<file path="config.mk">
export PLATFORM = sky130hd
export DESIGN_NAME = dtlr_front
export DESIGN_NICKNAME = d
export VERILOG_FILES = /design/src/rtl/dtlr_pkg.sv /design/src/rtl/dtlr_front.sv
export SDC_FILE = /design/constraint.sdc
export NUM_CORES = 1
export LEC_CHECK = 0
export BUFFER_PORTS_ARGS = -buffer_cell sky130_fd_sc_hd__buf_4
export CAP_MARGIN = 20
export CELL_PAD_IN_SITES_DETAIL_PLACEMENT = 1
export CELL_PAD_IN_SITES_GLOBAL_PLACEMENT = 1
export CORE_ASPECT_RATIO = 0.7
export CORE_MARGIN = 2
export CORE_UTILIZATION = 44
export CTS_CLUSTER_DIAMETER = 80
export DETAILED_ROUTE_END_ITERATION = 12
export PLACE_DENSITY_LB_ADDON = 0.1
export SLEW_MARGIN = 20
export SYNTH_ARGS = -nofsm -noshare
export SYNTH_HDL_FRONTEND = slang
export SYNTH_SLANG_ARGS = --single-unit
</file>
<file path="constraint.sdc">
create_clock -name clk -period 4.85 [get_ports clk]
set_input_delay 0.485 -clock clk [delete_from_list [all_inputs] [get_ports clk]]
set_output_delay 0.485 -clock clk [all_outputs]
set_load 0.05 [all_outputs]
</file>
<file path="src/rtl/dtlr_pkg.sv">
// ----------------------------------------------------------------------------
// dtlr_pkg
// Shared types and constants of the depth-tested line rasterizer.
// ----------------------------------------------------------------------------
package dtlr_pkg;

    localparam int FB_WIDTH_DEF   = 256;
    localparam int FB_HEIGHT_DEF  = 256;
    localparam int DEPTH_BITS_DEF = 24;
    localparam int COORD_BITS_DEF = 12;
    localparam int OP_BITS        = 3;
    localparam int COLOR_BITS     = 24;
    localparam int COUNT_BITS     = 13;
    localparam int QUEUE_DEPTH    = 2;

    typedef enum logic [OP_BITS-1:0] {
        OP_DRAW_LINE   = 3'd0,
        OP_WRITE_PIXEL = 3'd1,
        OP_CLEAR_COLOR = 3'd2,
        OP_CLEAR_DEPTH = 3'd3,
        OP_READ_PIXEL  = 3'd4
    } opcode_t;

    typedef enum logic [3:0] {
        ST_IDLE,
        ST_INIT,
        ST_SETUP,
        ST_DIVIDE,
        ST_READ,
        ST_TEST,
        ST_STEP,
        ST_PIXEL,
        ST_PREAD,
        ST_CLEAR,
        ST_DONE
    } state_t;

endpackage

</file>
<file path="src/rtl/dtlr_front.sv">
// ----------------------------------------------------------------------------
// dtlr_front
// Accepts command items and queues them for the back end.
// ----------------------------------------------------------------------------
module dtlr_front
    import dtlr_pkg::*;
#(
    parameter int CB = COORD_BITS_DEF,
    parameter int DB = DEPTH_BITS_DEF,
    parameter int W  = OP_BITS + 1 + 4 * CB + 2 * DB + COLOR_BITS
)
(
    input  logic         clk,
    input  logic         rst_n,
    input  logic         push,
    input  logic [W-1:0] push_data,
    output logic         full,
    input  logic         pop,
    output logic         empty,
    output logic [W-1:0] pop_data
);

    logic [W-1:0] mem_reg [QUEUE_DEPTH];
    logic         wp_reg, wp_next, rp_reg, rp_next;
    logic [1:0]   cnt_reg, cnt_next;

    assign full     = (cnt_reg == 2'(QUEUE_DEPTH));
    assign empty    = (cnt_reg == 2'd0);
    assign pop_data = mem_reg[rp_reg];

    always_comb
    begin
        wp_next  = wp_reg ^ (push && !full);
        rp_next  = rp_reg ^ (pop && !empty);
        cnt_next = cnt_reg + 2'(push && !full) - 2'(pop && !empty);
    end

    always_ff @(posedge clk or negedge rst_n)
    begin
        if (!rst_n)
        begin
            wp_reg  <= 1'b0;
            rp_reg  <= 1'b0;
            cnt_reg <= 2'd0;
        end
        else
        begin
            wp_reg  <= wp_next;
            rp_reg  <= rp_next;
            cnt_reg <= cnt_next;
        end
    end

    always_ff @(posedge clk)
    begin
        if (push && !full)
            mem_reg[wp_reg] <= push_data;
    end

endmodule

</file>
# [Word-level counts from Yosys, hierarchy flattened]
# Memories as Yosys holds them, arrays and structs flattened.
# Cells that the tools add are included.
# W data, S select, Z words.
[word_totals] regBits=4 latchBits=0 ram_bits=248 mem_bits_ro=0 input_bits=128 wordCells=16 memories=1
[op_classes] n_addsub=2 multipliers=0 div_mod_pow=0 n_lt_le_gt_ge=0 n_eq_ne=1 shift=0 mux=2 n_bitwise=2 n_reduce_logical=5
[mem_list] name="mem_reg" depth=2 word_bits=124 read_ports=1 rd_clocked_by_memory_dff=0 write_ports=1 line="dtlr_front.sv:23" text="logic [W-1:0] mem_reg [QUEUE_DEPTH];"
[op_table] operator="$add A2 B1 Y2" count=1
[op_table] operator="$eq A2 B2 Y1 const B" count=1
[op_table] operator="$logic_and A1 B1 Y1" count=2
[op_table] operator="$logic_not A1 Y1" count=2
[op_table] operator="$logic_not A2 Y1" count=1
[op_table] operator="$mux W1" count=2
[op_table] operator="$sub A2 B1 Y2" count=1
[op_table] operator="$xor A1 B1 Y1" count=2

# [Logic depth before layout (Yosys ltp)]
# Gate-level depths: netlist of run 1.
[logic_depth] word_depth=5 depth_mapped=7

# [Worst setup path after synthesis of run 1]
# Ideal clock, no wire load.
[synth_path] path_type="flip-flop to flip-flop" startpoint="register cnt_reg[1]" endpoint="memory mem_reg[1][0] (netlist bit), enable pin" arrival_time_ns=3.558 t_required_ns=4.352 setup_slack_ns=0.794 path_stages_with_launch=4 n_path_buf=0 cell_sequence="dfrtp_1 > nand2b_1 > and2_1 > ha_1"
[synth_via] elab_chain_len=5
[synth_rtl] item="start, declared" line="dtlr_front.sv:25" text="logic [1:0] cnt_reg, cnt_next;"
[synth_rtl] item="start signal, assigned" line="dtlr_front.sv:50" text="cnt_reg <= cnt_next;"
[synth_rtl] item="$eq A2 B2 Y1" line="dtlr_front.sv:27" text="assign full = (cnt_reg == 2'(QUEUE_DEPTH));"
[synth_rtl] item="$logic_not A1 Y1" line="dtlr_front.sv:56" text="if (push && !full)"
[synth_rtl] item="$logic_and A1 B1 Y1" line="dtlr_front.sv:56"
[synth_rtl] item="$mux W1" line="dtlr_front.sv:56"
[synth_rtl] item="$mux W1 (not written as such)" line="dtlr_front.sv:57" text="mem_reg[wp_reg] <= push_data;"
[synth_rtl] item="end, declared" line="dtlr_front.sv:23"
# Every way passes these cells.

# [Worst setup path in the final report of run 1]
[layout_path] startpoint="register rp_reg" endpoint="output pop_data[50]"
[layout_via] elab_chain_len=1
[layout_rtl] item="start, declared" line="dtlr_front.sv:24" text="logic wp_reg, wp_next, rp_reg, rp_next;"
[layout_rtl] item="start signal, assigned" line="dtlr_front.sv:49" text="rp_reg <= rp_next;"
[layout_rtl] item="$mem_v2 Z2 W124"
[layout_rtl] item="end, declared" line="dtlr_front.sv:20" text="output logic [W-1:0] pop_data"
# Every way passes these cells.

==> results of run 1 <==
placed cells by master, fill, tap and decap left out, drive strengths merged:
cell type	n
bufinv	4
nor2	1
dlygate4sd3	1
o21a	1
nand2	1
dfrtp	4
clkinv	11
edfxtp	248
and2	1
clkinvlp	1
clkbuf	32
buf	257
ha	4
xnor2	2
nand2b	1
inv	4
diode	1
mux2	124
xor2	1
critical path: cells and delay by family, from the launching register on:
| family | cells | cell delay (ns) |
|---|---|---|
| buf+inv | 2 | 0.74 |
| mux | 1 | 0.41 |
| flops | 1 | 0.80 |
worst min path at each step:
stage                         from               to  slack [ns]
floorplan                    rst_n       cnt_reg[0]        0.19
global placement             rst_n       cnt_reg[0]        0.29
detailed placement           rst_n       cnt_reg[0]        0.29
CTS                  push_data[42]   mem_reg[0][42]        0.13
global route        push_data[114]  mem_reg[0][114]        0.13
finish               push_data[42]   mem_reg[0][42]        0.15
Yosys cell counts:
master and instances:
and2_1 1, buf_2 7, buf_6 7, dfrtp_1 4, edfxtp_1 248, ha_1 4, inv_1 4, mux2_2 74
mux2_4 50, nand2_1 1, nand2b_1 1, nor2_1 1, o21a_1 1, xnor2_1 2, xor2_1 1
final cells by class:
cell class	instances	area [sq um]
timing repair buffer	258	1977
multi-input combinational	136	1713
clock buffer	32	694.4
sequential	252	7551
inverter	4	15.01
antenna	1	2.502
fill	1847	8328
tap	276	345.3
clock inverter	16	183.9
through the flow:
step	instance area, sq um	hold slack (ns)	cells	utilization
detailed placement	11590	0.2921	925	0.5570
floorplan	9364	0.1894	406	-
global placement	11590	0.2864	925	0.5570
global route	12480	0.1318	974	0.5997
finish	12480	0.1504	975	0.5998
CTS	12480	0.1307	974	0.5997
timing repair:
| action | CTS | global route |
|---|---|---|
| hold endpoints to repair | 4 | 0 |
| endpoints found under the setup margin | 0 | 0 |
| resized for setup | 0 | 0 |
| hold buffers | 1 | 0 |
cell families (layout without fill, tap and decap cells):
kind of cell             count (synthesis)  after routing  synth area share
XOR/XNOR                                 3              3          0.002806
buffers and inverters                   18            310           0.01376
AND/OR/NAND/NOR                          4              4          0.002138
multiplexers                           124            124            0.1692
flip-flops                             252            252            0.8060
adder cells (fa/ha/maj)                  4              4          0.005345
other                                    0              1                 0
AO/OA/AOI/OAI                            1              1         0.0008020
layer usage:
layer	share of wire	up-vias
li1	-	2160
met1	0.41	2332
met2	0.48	186
met3	0.094	30
met4	0.023	0
met5	0	-
power groups by stage:
stage          clock network [W]  logic, W  registers [W]
6_report                 0.00202   0.00392        0.00318
2_1_floorplan                  0   0.00295        0.00316
4_1_cts                  0.00207   0.00398        0.00319
3_3_place_gp                   0   0.00391        0.00320
5_1_grt                  0.00215   0.00409        0.00323
3_5_place_dp                   0   0.00396        0.00323
==> run_results.csv, run 1 <==
group,metric,value,unit
placement,place_hpwl,14.02,mm
placement,dpl_worst_slack,2.348,ns
critical_path,crit_path_start_kind,"register",
critical_path,crit_required,4.37,ns
global_routing,grt_pass1_wl,30.14,mm
power,p_seq_frac,0.348,
power,p_int,0.005555,W
sta,tightest_slew,0.9373,ns
floorplanning,die-area,0.02248,sq mm
critical_path,critPathCapture,"pop_data[50]",
synth,ys_top_cells_by_area,"edfxtp_1 80%, mux2_2 8.9%, mux2_4 8.0%",
clock_tree,path_clk_slew,0.06,ns
floorplanning,die_x,178.4,um
detailed_routing,viasPerCell,4.829,
placement,io_buffer_count,253,
global_routing,grt_use_total,0.1791,
sta,setup_viol,0,
sta,finalClockSkew,0.006471,ns
global_routing,overflow,0,
detailed_routing,drc_errors,0,
critical_path,r2r-start,"cnt_reg[1]",
critical_path,criticalPathCategory,"register to output pin",
synth,yosysUniqueCellTypes,15,
global_routing,use_met3,0.06582,
critical_path,worst-r2r-cell-count,4,
critical_path,crit_fanout,41,
finish,fin_nets,810,
min_path,hold_depth,1,
detailed_routing,firstDrtPassIters,4,
sta,fin_crit_sh,0.6181,
synth,synth_fp_nets,538,
synth,yosysWarnings,0,
detailed_routing,vias,4708,
power,p_sw_frac,0.3907,
synth,netlist_area,0.009364,sq mm
floorplanning,rows,44,
detailed_routing,wl_per_cell,20.91,um
critical_path,cp_slowest_cell,"dfrtp_4",
synth,synth_seq_area_share,0.8060,
critical_path,r2r_setup_slack,2.38,ns
detailed_routing,finalWirelength,20.39,mm
detailed_routing,ant_nets,0,
global_routing,grt_use_met2,0.2853,
floorplanning,core,0.02081,sq mm
critical_path,cp_slowest_stage_delay,0.80,ns
floorplanning,io_pins,254,
min_path,hold_path_class,"input port to register",
critical_path,crit_chain,"buf_4 -> mux2_2 -> buf_4",
sta,finalCriticalPeriod,2.998,ns
placement,place.gp.congestion,0.7590,
sta,slew-limit-headroom,0.3751,
clock_tree,cts-root-buf,"clkbuf_16",
global_routing,grt.met1_usage,0.2321,
global_routing,busiest_layer,"met2",
critical_path,crit_path_end_kind,"output pin",
critical_path,cp.arrival,2.51,ns
sta,rsz0062_at_grt,"false",
clock_tree,clk_path_buf_depth,3,
synth,syn_inst,406,
power,powerDensity,730.4,mW/mm^2
critical_path,r2r-end,"mem_reg[0][27]",
clock_tree,cts_tree,"yes",
floorplanning,start_util,0.4500,
synth,ys_ff_latch,252,
sta,hold_viol_final,0,
sta,finalSetupTns,0,ns
clock_tree,cts_setup_buffers,0,
synth,yosysTopAreaCellShare,0.7953,
sta,final.setup.worst_slack,1.852,ns
clock_tree,numCtsBuffers,26,
floorplanning,fp.dieH,126.1,um
synth,syn_area_per_cell,23.06,sq um
finish,drive_gt1_frac,0.6003,
global_routing,grt_max_degree,64,
finish,largest_reg_flops,248,
sta,fmax,0.3336,GHz
power,power,0.009117,W
power,ir_drop,0.4270,mV
clock_tree,htree_num_levels,1,
power,comb_power_share,0.430,
clock_tree,cts.sinks,252,
clock_tree,clkLatencyLatePin,0.52,ns
outcome,status,"finished, final reports clean",
sta,maxSlewViolCount,0,
synth,synth_top_cell_by_area,"edfxtp_1",
global_routing,grt_pass1_vias,5143,
finish,syn_to_final_growth,33.30,%
job,maxCapViolations,0,
power,clock_power_share,0.221,
critical_path,crit_path_start,"rp_reg",
power,switchingPower,0.003562,W
critical_path,crit_top_cell,"buf_4",
detailed_routing,drt_iter0_drc,279,
power,power_leakage,4.798,nW
global_routing,antenna_found_initial,1,
No activity file was read; power rests on OpenSTA's default activity.
==> run 2: changes to the inputs <==
==> constraint.sdc (replaced) <==
create_clock -name clk -period 2.8 [get_ports clk]
set_input_delay 0.28 -clock clk [delete_from_list [all_inputs] [get_ports clk]]
set_output_delay 0.28 -clock clk [all_outputs]
set_load 0.05 [all_outputs]
==> run 2 against run 1 <==
Routed wire length rose by 8.6%. Clock power rose by 67%. Design area rose by 9.8%. First-iteration DRC count fell by 1.8%. Clock skew rose by 0.0056 ns. Setup slack got worse by 1.3 ns. Highest routed layer unchanged. Flip-flop and latch count did not move. Global-route usage rose by 1.5 points. Non-clock buffer count rose by 126.
==> run_results.csv, run 2 (synthesis results as in run 1) <==
group,metric,value,unit
sta,slew-limit-headroom,0.5268,
critical_path,crit_path_end_kind,"output pin",
floorplanning,start_util,0.4500,
critical_path,cp.arrival,1.97,ns
outcome,status,"finished, final reports clean",
finish,n_fill_cell,1776,
detailed_routing,ant_nets,0,
clock_tree,clk_path_buf_depth,3,
global_routing,grt_max_degree,76,
detailed_routing,drc_errors,0,
finish,final_cells,1101,
power,ir_drop,0.6307,mV
critical_path,crit_family,"buffers and inverters",
global_routing,grt_pass1_wl,33.42,mm
placement,io_buffer_count,253,
finish,fin_util,0.6586,
floorplanning,rows,44,
finish,final_cell_mix,"255 x buf_4, 248 x edfxtp_1, 125 x dlygate4sd3_1, 74 x mux2_2, 50 x mux2_4",
critical_path,criticalPathCategory,"register to output pin",
detailed_routing,vias,5258,
finish,largest_reg_flops,248,
sta,fin_crit_sh,0.8046,
global_routing,antenna_found_initial,1,
placement,dp.cells,927,
clock_tree,htree_num_levels,1,
critical_path,crit_chain,"buf_12 -> mux2_2 -> buf_4",
clock_tree,cts_hold_buf,125,
detailed_routing,wl_per_cell,20.12,um
global_routing,overflow,0,
global_routing,grt_use_total,0.1941,
floorplanning,core,0.02081,sq mm
job,maxCapViolations,0,
critical_path,cp_num_buf_inv,2,
clock_tree,cts.repair.resized,0,
clock_tree,clkLatencyLatePin,0.52,ns
clock_tree,path_clk_slew,0.05,ns
finish,final_common_cell,"buf_4",
clock_tree,cts_tree,"yes",
global_routing,grt_pass1_vias,5830,
power,power_leakage,5.311,nW
detailed_routing,viasPerCell,4.776,
clock_tree,cts_setup_buffers,0,
sta,finalCriticalPeriod,2.253,ns
sta,maxSlewViolCount,0,
finish,drive_gt1_frac,0.5109,
detailed_routing,drt_iter0_drc,274,
clock_tree,numCtsBuffers,26,
clock_tree,cts.sinks,252,
critical_path,cp_slowest_cell,"dfrtp_4",
min_path,hold_path_class,"input port to register",
sta,finalClockSkew,0.01210,ns
sta,fmax,0.4439,GHz
floorplanning,fp.dieH,126.1,um
critical_path,crit_required,2.52,ns
sta,hold_viol_final,0,
clock_tree,cts-root-buf,"clkbuf_16",
critical_path,crit_fanout,75,
detailed_routing,firstDrtPassIters,4,
detailed_routing,finalWirelength,22.15,mm
finish,syn_to_final_growth,46.35,%
sta,setup_viol,0,
floorplanning,io_pins,254,
sta,tightest_slew,0.7097,ns
placement,place_hpwl,13.04,mm
finish,fin_nets,936,
floorplanning,die_x,178.4,um
power,powerDensity,1159,mW/mm^2
critical_path,cp_slowest_stage_delay,0.44,ns
sta,rsz0062_at_grt,"false",
placement,place.gp.congestion,0.7185,
critical_path,crit_path_start_kind,"register",
floorplanning,die-area,0.02248,sq mm
[run 2: changes by cell type in the layout (fill, tap and decap cells not counted), sizes merged]
cell / change
clkbuf: +6
dlygate4sd3: +124
bufinv: -2
inv: +1
clkinv: -5
buf: +2
[run 2: final cells by class]
type,instances,area [sq um],area share
timing repair buffer,384,3246,0.2368
multi-input combinational,136,1713,0.1250
clock buffer,38,726.9,0.05304
clock inverter,10,105.1,0.007669
sequential,252,7551,0.5510
tap,276,345.3,0.02520
antenna,1,2.502,0.0001826
inverter,4,15.01,0.001096
[run 2: path summary, 6_finish.rpt]
kind | from | endpoint | slack, ns | cells past startpoint
setup / recovery | rp_reg | pop_data[22] | 0.55 | 3
hold reg to reg | cnt_reg[1] | cnt_reg[1] | 0.56 | 1
setup reg to reg | cnt_reg[0] | mem_reg[1][122] | 0.83 | 4
hold / removal | pop | rp_reg | 0.13 | 3
min in group asynchronous | rst_n | wp_reg | 0.15 | 2
max in group asynchronous | rst_n | rp_reg | 2.53 | 2
[run 2: stage by stage]
stage / instance area (sq um) / setup TNS [ns] / power [W] / hold WS [ns] / worst slack, ns
finish: 13700 / 0 / 0.01588 / 0.1329 / 0.5472
global route: 13700 / 0 / 0.01649 / 0.1359 / 0.4692
CTS: 13700 / 0 / 0.01601 / 0.1019 / 0.5158
detailed placement: 11620 / 0 / 0.01248 / 0.08104 / 0.8058
global placement: 11620 / 0 / 0.01232 / 0.07932 / 0.9335
floorplan: 9364 / -311.50 / 0.01059 / -0.01559 / -1.256
[run 2: per-layer routing]
layer  vias up  global-route usage  wire (um)
met3        36             0.05012       1570
met1      2622              0.2399       8946
met2       199              0.3375      11100
met5         -                   0          0
met4         0             0.05548        532
li1       2401                   -          -
[run 2: worst reg2reg max path, delay by kind of cell, from the launching register on]
kind	cells	cell delay, ns
DFF	1	0.39
adders and majority gates	1	0.18
and+or+nand+nor	2	0.43
buffers and inverters	1	0.55
[run 2: report_power, final]
| group | total (W) | switching [W] | internal [W] |
|---|---|---|---|
| Sequential | 0.00538 | 0.000214 | 0.00516 |
| Clock | 0.00337 | 0.00138 | 0.00199 |
| Combinational | 0.00714 | 0.00468 | 0.00246 |
==> run 3: changes to the inputs <==
--- a/config.mk
+++ b/config.mk
@@ -5,13 +5,14 @@
 export SDC_FILE = /design/constraint.sdc
 export NUM_CORES = 1
 export LEC_CHECK = 0
+export ABC_AREA = 1
 export BUFFER_PORTS_ARGS = -buffer_cell sky130_fd_sc_hd__buf_4
 export CAP_MARGIN = 20
 export CELL_PAD_IN_SITES_DETAIL_PLACEMENT = 1
 export CELL_PAD_IN_SITES_GLOBAL_PLACEMENT = 1
 export CORE_ASPECT_RATIO = 0.7
 export CORE_MARGIN = 2
-export CORE_UTILIZATION = 44
+export CORE_UTILIZATION = 37
 export CTS_CLUSTER_DIAMETER = 80
 export DETAILED_ROUTE_END_ITERATION = 12
 export PLACE_DENSITY_LB_ADDON = 0.1
==> constraint.sdc (replaced) <==
create_clock -name clk -period 1.85 [get_ports clk]
set_input_delay 0.185 -clock clk [delete_from_list [all_inputs] [get_ports clk]]
set_output_delay 0.185 -clock clk [all_outputs]
set_load 0.05 [all_outputs]
==> run 3 against run 2 <==
The flow now finishes with violations (setup timing). Clock power is 47% higher. Setup slack worse by 0.68 ns. Die area grew 17%. Register-to-register slack worse by 0.50 ns.
==> run_results.csv, run 3 <==
group,metric,value,unit
finish,syn_to_final_growth,66.89,%
sta,slew-limit-headroom,0.7825,
synth,synth_common_cells,"381 x nand2_1, 248 x edfxtp_1, 14 x buf_2, 10 x inv_1, 7 x buf_4",
clock_tree,cts_tree,"yes",
clock_tree,numCtsBuffers,27,
finish,final_common_cell,"edfxtp_1",
critical_path,cp_slowest_cell,"dfrtp_4",
sta,fin_crit_sh,1.073,
placement,dp.cells,1242,
global_routing,grt_use_total,0.2107,
detailed_routing,drc_errors,0,
critical_path,crit_chain,"buf_4 -> clkbuf_16 -> nand2_1 -> nand2_1 -> buf_6",
min_path,hold_path_class,"input port to register",
power,power_leakage,6.450,nW
sta,rsz0062_at_grt,"true",
clock_tree,cts.sinks,252,
sta,final.setup.worst_slack,-0.1353,ns
floorplanning,fp.dieH,136.5,um
critical_path,r2r_setup_slack,0.33,ns
floorplanning,die-area,0.02638,sq mm
placement,placed_area,0.01163,sq mm
placement,dpl_worst_slack,0.2683,ns
global_routing,antenna_found_initial,0,
sta,maxSlewViolCount,0,
synth,yosysTopAreaCellShare,0.8025,
critical_path,crit_required,1.66,ns
finish,largest_reg_flops,248,
detailed_routing,vias,6840,
clock_tree,cts-root-buf,"clkbuf_16",
critical_path,cp_slowest_stage_delay,0.55,ns
floorplanning,die_x,193.3,um
detailed_routing,ant_nets,0,
synth,synthArstFlopShare,0.01587,
synth,synth_seq_area_share,0.8133,
detailed_routing,drt_iter0_drc,351,
clock_tree,clk_path_buf_depth,3,
detailed_routing,wl_per_cell,21.29,um
synth,yosysWarnings,0,
finish,fin_util,0.6290,
power,ir_drop,1.261,mV
synth,yosysUniqueCellTypes,12,
sta,setup_viol,124,
sta,finalSetupTns,-10.32,ns
critical_path,cp.arrival,1.80,ns
synth,ys_top_cells_by_area,"edfxtp_1 80%, nand2_1 15%, dfrtp_1 1.1%",
clock_tree,path_clk_slew,0.06,ns
sta,finalCriticalPeriod,1.985,ns
synth,synth_most_common_cell,"nand2_1",
power,powerDensity,1914,mW/mm^2
sta,hold_viol_final,0,
sta,fmax,0.5037,GHz
critical_path,criticalPathCategory,"register to output pin",
floorplanning,start_util,0.3769,
synth,synth_edf_count,248,
synth,netlist_area,0.009280,sq mm
clock_tree,htree_num_levels,1,
detailed_routing,finalWirelength,30.68,mm
synth,ys_ff_latch,252,
global_routing,grt_max_degree,49,
min_path,worstHoldStart,"push",
critical_path,crit_path_end_kind,"output pin",
critical_path,r2r-start,"cnt_reg[1]",
finish,drive_gt1_frac,0.4382,
floorplanning,core,0.02462,sq mm
finish,final_cell_mix,"248 x edfxtp_1, 229 x nand2_1, 133 x buf_4, 127 x dlygate4sd3_1, 110 x nand2_2",
synth,synth_top_cell_by_area,"edfxtp_1",
global_routing,grt_pass1_vias,7522,
critical_path,r2r-end,"mem_reg[0][106]",
detailed_routing,viasPerCell,4.747,
min_path,whs_endpoint,"wp_reg",
clock_tree,clkLatencyLatePin,0.53,ns
sta,tightest_slew,0.3262,ns
finish,final_cells,1441,
finish,final_area,0.01549,sq mm
critical_path,worst-r2r-cell-count,5,
critical_path,crit_fanout,13,
outcome,violations,"setup timing",
floorplanning,io_pins,254,
synth,syn_inst,679,
job,maxCapViolations,0,
finish,fin_nets,1227,
finish,n_antenna_cell,0,
floorplanning,rows,48,
global_routing,overflow,0,
placement,place_hpwl,15.58,mm
placement,place.gp.congestion,0.7513,
synth,syn_area_per_cell,13.67,sq um
sta,finalClockSkew,0.01641,ns
outcome,status,"finished with violations",
min_path,hold_depth,5,
synth,ys.flop_type,"edfxtp_1",
detailed_routing,firstDrtPassIters,4,
global_routing,grt_pass1_wl,42.61,mm
critical_path,crit_path_start_kind,"register",
placement,io_buffer_count,253,
critical_path,crit_top_cell,"nand2_1",
synth,synth_fp_nets,811,
-- run 3: how the worst max path moves through the flow --
| stage | from | end | slack (ns) | cells after the start |
|---|---|---|---|---|
| 2_1_floorplan | cnt_reg[1] | mem_reg[0][0] | -0.11 | 4 |
| 3_3_place_gp | rp_reg | pop_data[77] | 0.29 | 5 |
| 3_5_place_dp | rp_reg | pop_data[48] | 0.27 | 4 |
| 4_1_cts | rp_reg | pop_data[115] | -0.12 | 5 |
| 5_1_grt | rp_reg | pop_data[67] | -0.18 | 5 |
| 6_report | rp_reg | pop_data[26] | -0.14 | 5 |
-- run 3: per-layer routing --
metal | vias to the layer above | part of all wire | global-route usage
met1 | 3465 | 0.40 | 0.2610
met2 | 213 | 0.53 | 0.3784
li1 | 3129 | - | -
met4 | 0 | 0.013 | 0.04198
met3 | 33 | 0.060 | 0.05298
met5 | - | 0 | 0
-- run 3: kinds of logic after synthesis --
| group | synth area share |
|---|---|
| buffers and inverters | 0.02521 |
| and+or+nand+nor | 0.1556 |
| AOI/OAI and AO/OA | 0.0005388 |
| DFF | 0.8133 |
| adders and majority gates | 0.005393 |
-- run 3: timing repair --
item | in CTS | in global routing
setup endpoints to repair | 124 | 124
setup buffers | 7 | 1
pin swaps | 0 | 21
gates cloned | 9 | 5
hold endpoints to repair | 253 | 3
hold buffers | 126 | 1
resized for setup | 195 | 216
-- run 3: critical path: cells and delay by family (launching register included) --
family	cells	cell delay, ns
flip-flops	1	0.55
buffers and inverters	3	0.54
AND/OR/NAND/NOR	2	0.16
-- run 3: final cells by class --
type | count | area (sq um)
tap | 325 | 406.6
inverter | 11 | 53.80
clock inverter | 21 | 117.6
timing repair buffer | 412 | 4529
multi-input combinational | 389 | 2118
fill | 2311 | 9136
clock buffer | 29 | 683.2
timing repair inverter | 2 | 27.53
sequential | 252 | 7551
-- run 3: metrics by stage --
stage	hold WS, ns	total power, W
finish	0.1087	0.02965
global route	0.1113	0.03079
CTS	0.01686	0.02786
detailed placement	-0.01029	0.02011
global placement	-0.01328	0.01987
floorplan	-0.1106	0.01618
-- run 3: report_power, final --
group | switching, W | total (W) | internal [W] | leakage, nW
clock | 0.00225 | 0.00494 | 0.00268 | 0.396
combinational | 0.0105 | 0.0164 | 0.00594 | 3.70
sequential | 0.000477 | 0.00829 | 0.00781 | 2.35
total | 0.0132 | 0.0296 | 0.0164 | 6.45
